==> src/rtl/mced_pkg.sv <==
package mced_pkg;

  localparam int PIN_W     = 8;
  localparam int TICKS_W   = 16;
  localparam int CFG_IDX_W = 4;

  localparam logic [TICKS_W-1:0] TICKS_RESET  = 16'd50;
  localparam logic [PIN_W-1:0]   INVERT_RESET = 8'h00;
  localparam logic [PIN_W-1:0]   ENABLE_RESET = 8'hff;

  typedef enum logic [CFG_IDX_W-1:0] {
    REG_DEBOUNCE_TICKS = 4'd0,
    REG_INVERT_MASK    = 4'd1,
    REG_CHANNEL_ENABLE = 4'd2
  } cfg_reg_t;

endpackage

==> src/rtl/multi_channel_edge_debouncer.sv <==
// channel  signals                         payload
// -------  ------------------------------  ------------------------------------------
// tick in  in_valid / in_ready             raw_levels
// result   out_valid / out_ready           rising_flags, falling_flags, stable_levels
// config   cfg_valid / cfg_ready           cfg_index, cfg_data
//
// One tick per cycle while results drain: a tick is accepted, all channel countdowns update
// in parallel, and its result sits in the output register on the next cycle.
// A new tick is accepted while the output register is empty or being drained.
// A stalled result holds the input off; config writes are taken every cycle.
// Synchronous reset restores register defaults and arms the first-tick load.
module multi_channel_edge_debouncer
  import mced_pkg::*;
#(
  parameter int CHANNELS    = 8,
  parameter int COUNT_WIDTH = 16
) (
  input  logic                 clk,
  input  logic                 rst,
  input  logic                 in_valid,
  output logic                 in_ready,
  input  logic [PIN_W-1:0]     raw_levels,
  output logic                 out_valid,
  input  logic                 out_ready,
  output logic [PIN_W-1:0]     rising_flags,
  output logic [PIN_W-1:0]     falling_flags,
  output logic [PIN_W-1:0]     stable_levels,
  input  logic                 cfg_valid,
  output logic                 cfg_ready,
  input  logic [CFG_IDX_W-1:0] cfg_index,
  input  logic [TICKS_W-1:0]   cfg_data
);

  localparam int LANES = (CHANNELS < PIN_W) ? CHANNELS : PIN_W;

  logic [TICKS_W-1:0]     debounce_ticks;
  logic [PIN_W-1:0]       invert_mask;
  logic [PIN_W-1:0]       channel_enable;

  logic [PIN_W-1:0]       previous_raw;
  logic [PIN_W-1:0]       stable_level;
  logic [COUNT_WIDTH-1:0] countdown [LANES];
  logic                   first_tick_pending;

  logic [PIN_W-1:0]       stable_level_next;
  logic [COUNT_WIDTH-1:0] countdown_next [LANES];
  logic [PIN_W-1:0]       rise;
  logic [PIN_W-1:0]       fall;
  logic [COUNT_WIDTH-1:0] load;
  logic [COUNT_WIDTH-1:0] dec;
  logic                   now_level;
  logic                   accept;

  assign cfg_ready = 1'b1;
  assign in_ready  = !out_valid || out_ready;
  assign accept    = in_valid && in_ready;

  always_ff @(posedge clk) begin
    if (rst) begin
      debounce_ticks <= TICKS_RESET;
      invert_mask    <= INVERT_RESET;
      channel_enable <= ENABLE_RESET;
    end else if (cfg_valid) begin
      unique case (cfg_index)
        REG_DEBOUNCE_TICKS: debounce_ticks <= cfg_data;
        REG_INVERT_MASK:    invert_mask    <= cfg_data[PIN_W-1:0];
        REG_CHANNEL_ENABLE: channel_enable <= cfg_data[PIN_W-1:0];
        default: ;
      endcase
    end
  end

  always_comb begin
    load = COUNT_WIDTH'(debounce_ticks);
    if (load == '0) begin
      load = COUNT_WIDTH'(1);
    end
  end

  always_comb begin
    stable_level_next = stable_level;
    rise              = '0;
    fall              = '0;
    dec               = '0;
    now_level         = 1'b0;
    for (int i = 0; i < LANES; i++) begin
      countdown_next[i] = countdown[i];
    end
    if (first_tick_pending) begin
      stable_level_next = (raw_levels ^ invert_mask) & channel_enable;
    end else begin
      for (int i = 0; i < LANES; i++) begin
        dec       = countdown[i] - COUNT_WIDTH'(1);
        now_level = raw_levels[i] ^ invert_mask[i];
        if (!channel_enable[i]) begin
          countdown_next[i]    = '0;
          stable_level_next[i] = 1'b0;
        end else if (raw_levels[i] != previous_raw[i]) begin
          countdown_next[i] = load;
        end else if (countdown[i] != '0) begin
          countdown_next[i] = dec;
          if (dec == '0) begin
            rise[i]              = now_level && !stable_level[i];
            fall[i]              = !now_level && stable_level[i];
            stable_level_next[i] = now_level;
          end
        end
      end
    end
  end

  always_ff @(posedge clk) begin
    if (rst) begin
      previous_raw       <= '0;
      stable_level       <= '0;
      first_tick_pending <= 1'b1;
      for (int i = 0; i < LANES; i++) begin
        countdown[i] <= '0;
      end
    end else if (accept) begin
      previous_raw       <= raw_levels;
      stable_level       <= stable_level_next;
      first_tick_pending <= 1'b0;
      for (int i = 0; i < LANES; i++) begin
        countdown[i] <= countdown_next[i];
      end
    end
  end

  always_ff @(posedge clk) begin
    if (rst) begin
      out_valid <= 1'b0;
    end else if (accept) begin
      out_valid <= 1'b1;
    end else if (out_ready) begin
      out_valid <= 1'b0;
    end
  end

  always_ff @(posedge clk) begin
    if (accept) begin
      rising_flags  <= rise;
      falling_flags <= fall;
      stable_levels <= stable_level_next;
    end
  end

endmodule

==> config.mk <==
export PLATFORM = sky130hd
export DESIGN_NAME = multi_channel_edge_debouncer
export DESIGN_NICKNAME = d
export VERILOG_FILES = /design/src/rtl/mced_pkg.sv /design/src/rtl/multi_channel_edge_debouncer.sv
export SDC_FILE = /design/constraint.sdc
export NUM_CORES = 1
export LEC_CHECK = 0
export BUFFER_PORTS_ARGS = -buffer_cell sky130_fd_sc_hd__buf_2
export CAP_MARGIN = 20
export CELL_PAD_IN_SITES_DETAIL_PLACEMENT = 1
export CELL_PAD_IN_SITES_GLOBAL_PLACEMENT = 1
export CORE_ASPECT_RATIO = 0.6
export CORE_MARGIN = 10
export CORE_UTILIZATION = 26
export DETAILED_ROUTE_END_ITERATION = 7
export PLACE_DENSITY_LB_ADDON = 0.05
export RECOVER_POWER = 100
export SETUP_SLACK_MARGIN = 0.02
export SYNTH_ARGS = -nofsm -noshare
export SYNTH_HDL_FRONTEND = slang
export SYNTH_SLANG_ARGS = --single-unit
==> constraint.sdc <==
create_clock -name clk -period 4.7 [get_ports clk]
set_clock_uncertainty 0.05 [all_clocks]
set_input_delay 0.94 -clock clk [delete_from_list [all_inputs] [get_ports clk]]
set_output_delay 0.94 -clock clk [all_outputs]
set_load 0.01 [all_outputs]
# After elaboration in Yosys (flattened, before gate mapping)
# Memories as Yosys holds them, arrays and structs flattened.
# Index checks and enable logic that the tools add are counted.
[totals]
regBits = 74
ramBits = 128
out_inout_bits = 27
input_bits = 33
memories = 1
wordCells = 224
rom_bits = 0
latch_bits = 0
[op_classes]
mul = 0
n_shift = 0
n_bitwise = 42
addsub = 8
n_reduce_logical = 65
n_eq_ne = 10
magnitude_cmp = 0
div_mod_pow = 0
muxes = 74
[memory_table]
columns = ["memory", "words", "word_bits", "rd", "rd_ports_with_merged_regs", "wr", "line", "source"]
rows = [
  ["countdown", 8, 16, 8, 0, 8, "multi_channel_edge_debouncer.sv:42", "logic [COUNT_WIDTH-1:0] countdown [LANES];"],
]
[op_table]
columns = ["op", "n"]
rows = [
  ["$mux 16", 33],
  ["$logic_not 16->1", 9],
  ["$mux 128", 1],
  ["$reduce_bool 16->1", 8],
  ["$sub 16x1->16 const B", 8],
  ["$reduce_or 5->1", 8],
  ["$mux 1", 39],
  ["$not 1->1", 24],
  ["$logic_and 1x1->1", 17],
  ["$logic_not 1->1", 17],
  ["$and 8x8->8", 1],
  ["$mux 8", 1],
  ["$ne 1x1->1", 8],
  ["$or 1x1->1", 8],
  ["$xor 1x1->1", 8],
  ["$xor 8x8->8", 1],
  ["$reduce_and 2->1", 3],
  ["$eq 4x1->1 const B", 1],
  ["$eq 4x2->1 const B", 1],
  ["$logic_not 4->1", 1],
  ["$reduce_bool 2->1", 1],
  ["$logic_or 1x1->1", 1],
]

# Depth between registers and ports, before layout
# An unclocked memory read counts as a cell.
[depth]
word_depth = 8
depth_mapped = 11
ltp_nobuf = 9

# Least setup slack after synthesis
# No wires, ideal clock.
[synth_timing]
path_type = "input to register"
startpoint = "in out_ready"
endpoint = "mem countdown[4][0], in the netlist countdown[1][0] (enable)"
cell_stages = 6
path_slack_ns = 1.578
n_path_buf = 1
t_required_ns = 4.251
t_arrival_ns = 2.673
setup_ns = 0.399
cell_sequence = "nand2b_1 > nand2_1 > clkbuf_1 > inv_1 > a21oi_1 > a41oi_1"
[synth_lines]
columns = ["element", "line", "source"]
rows = [
  ["start, declared", "multi_channel_edge_debouncer.sv:24", "input logic out_ready,"],
  ["end, declared", "multi_channel_edge_debouncer.sv:42", ""],
]

==> results.yml <==
layout:
  n_antenna_cell: 0
  area_growth_pct: 14.48
  finalNetCount: 1461
  drive_gt1_frac: 0.08650
global_routing:
  grt_max_degree: 39
  antenna_found_initial: 0
  grt_pass1_wl_um: 71570
  grt_pass1_vias: 10529
  overflow: 0
  grt.total_usage: 0.1654
route:
  routedWlPerCell_um: 23.32
  ant_nets: 0
  drt_pass1_iterations: 4
  vias: 10520
  first_iter_violations: 647
  drt_wl_total_um: 47850
  drc: 0
  viasPerCell: 5.127
worst_setup_path:
  crit_buf_inv: 5
  crit_fanout: 20
  cpMostUsedCell: "clkbuf_1"
  path_cells: "buf_2, nand2b_1, nand2_1, clkbuf_1, clkinv_1, a21oi_1, clkbuf_1, a21oi_1, clkbuf_1"
  critPathKind: "in2reg"
  worstPathRequired_ns: 4.80
  slowest_stage: "clkbuf_1"
  path_delay_family: "buffers and inverters"
  max_stage_delay_ns: 0.97
  end_kind: "flip-flop"
  startpoint_type: "input pin"
  crit_arrival_ns: 3.83
floorplanning:
  die_width_um: 300.3
  die_h_um: 188.2
  core-area_um2: 46480
  die_area_um2: 56500
  start_util: 0.2636
  boundaryPins: 60
  rows: 61
timing:
  fmax_mhz: 268.3
  final.period_utilization: 0.7931
  finalHoldViolations: 0
  maxSlewViolCount: 0
  worst_pin_slew_ns: 1.318
  setup_violations: 0
  rsz0062_at_grt: "no"
  finalHoldWorstSlack_ns: 0.4212
  slew_headroom: 0.1214
  setup_tns_ns: 0
  fin_crit_ns: 3.727
power:
  ir_worst_vdd_uv: 214.6
  switchingPower_uw: 1476
  p_seq_frac: 0.448
  p_int_uw: 3488
  clockPowerShare: 0.404
  p_leak_uw: 0.004709
  comb_power_share: 0.148
  p_sw_frac: 0.2973
  p_per_area_nw_per_um2: 353.9
logic_synthesis:
  yosysSeqAreaShare: 0.4542
  synthTopCellsByArea: "edfxtp_1 37%, dfxtp_1 8.2%, nand2_1 7.0%"
  ys.flop_type: "edfxtp_1"
  ys_warn_count: 0
  synth_top_area_cell: "edfxtp_1"
  synth_common_cells: "230 x nand2_1, 152 x edfxtp_1, 100 x o21ai_0"
  synth_top_area_share: 0.3725
  synthCells: 1357
  netlist_area_um2: 12250
  avgSynthCellArea_um2: 9.029
  syn_nets: 1413
  synthArstFlopShare: 0
  synthMostInstantiatedCell: "nand2_1"
  synth.distinct_cells: 77
  synth-seq-cells: 202
  synth-edff-count: 152
clocking:
  path_clk_slew_ns: 0.06
  cts_buffers: 25
  cts_tree: "done"
  cts.hold.buffers_added: 0
  cts_resized: 0
  clock-sinks: 202
  cts_buffer_depth: 3
  cts-root-buf: "clkbuf_16"
  clk_latency_ns: 0.54
  cts_setup_buffers: 0
  h-tree-depth: 1
min_path:
  hp-class: "reg2reg"
placement:
  port_buffers: 58
  gp_congestion: 0.7884
  dp_hpwl_um: 33680
run:
  maxCapViolations: 0
status:
  status: "completed"
[kinds of logic (layout without fill, tap and decap cells)]
kind of cell             after synthesis  after routing  share of synthesized area
buffers and inverters                127            192                    0.03982
other                                  1              1                  0.0003060
XOR/XNOR                             124            124                    0.08863
multiplexers                          15             15                    0.01225
AND/OR/NAND/NOR                      604            604                     0.2468
flip-flops                           202            202                     0.4542
adder cells (fa/ha/maj)               23             23                    0.02349
AO/OA/AOI/OAI                        261            261                     0.1345
[layer usage]
metal  track usage  vias up  wire length (um)
met5             0        -                 0
met4       0.02934        0               792
met3       0.02392       48              1772
met2        0.2266      157             18700
met1        0.2643     5310             26580
li1              -     5005                 -
[area by class of cell]
| cell class | instances | area [um^2] |
|---|---|---|
| Clock buffer | 41 | 810.8 |
| Clock inverter | 3 | 17.52 |
| Fill cell | 5371 | 32450 |
| Inverter | 42 | 157.7 |
| Multi-Input combinational cell | 1028 | 6150 |
| Sequential cell | 202 | 5565 |
| Tap cell | 630 | 788.3 |
| Timing Repair Buffer | 106 | 538.0 |
[registers in the layout (all words and copies together), names as in the netlist]
| signal | flops |
|---|---|
| debounce_ticks | 16 |
| rising_flags | 8 |
| invert_mask | 8 |
| out_valid | 1 |
| stable_level | 8 |
| falling_flags | 8 |
| previous_raw | 8 |
| channel_enable | 8 |
| stable_levels | 8 |
| countdown | 128 |
| first_tick_pending | 1 |
[power by group through the flow]
stage          clock [uW]  sequential (uW)  combinational, uW
2_1_floorplan           0             2180                522
3_3_place_gp            0             2260                752
3_5_place_dp            0             2260                753
4_1_cts              2070             2220                758
5_1_grt              2150             2240                819
6_report             2010             2220                735
[worst register-to-register path, stage by stage, from the launching register on]
cell	delay, ns
edfxtp_1	0.51
nor4_1	0.62
nand3_1	0.38
o41ai_1	0.48
o2111ai_1	0.36
o41ai_1	0.82
mux2i_1	0.17
[stage by stage]
stage | instance area (um^2) | util | setup slack [ns] | total power (uW) | std cells
after global placement | 13370 | 0.2876 | 1.335 | 3010 | 2007
after floorplan | 12250 | - | 1.578 | 2703 | 1357
after global routing | 14030 | 0.3018 | 0.6501 | 5210 | 2052
after detailed placement | 13370 | 0.2877 | 1.341 | 3011 | 2008
after CTS | 14200 | 0.3056 | 1.490 | 5050 | 2052
final | 14030 | 0.3018 | 0.9725 | 4964 | 2052
[layout by cell type (no fill, tap or decap), drive strengths merged, types with 12 or more instances in the layout]
cell type    n
dfxtp       50
nand2      230
xnor2       83
nor4        43
inv         40
o21ai      100
or3         20
nand2b      13
ha          23
a211oi      21
nor3        51
nor2        98
buf         58
clkbuf      89
nor3b       12
mux2i       15
edfxtp     152
or4         12
nand3       42
a21oi       55
xor2        41
nand4       15
[final timing paths]
| check | from | to | slack [ns] | cells after the start |
|---|---|---|---|---|
| worst max-delay path | out_ready | countdown[1][28] | 0.97 | 9 |
| worst min-delay path | previous_raw[7] | previous_raw[7] | 0.42 | 2 |
| worst min register to register | previous_raw[7] | previous_raw[7] | 0.42 | 2 |
| worst max register to register | countdown[0][2] | stable_levels[0] | 1.03 | 6 |
Note: power is estimated with default switching activity, not from simulation.
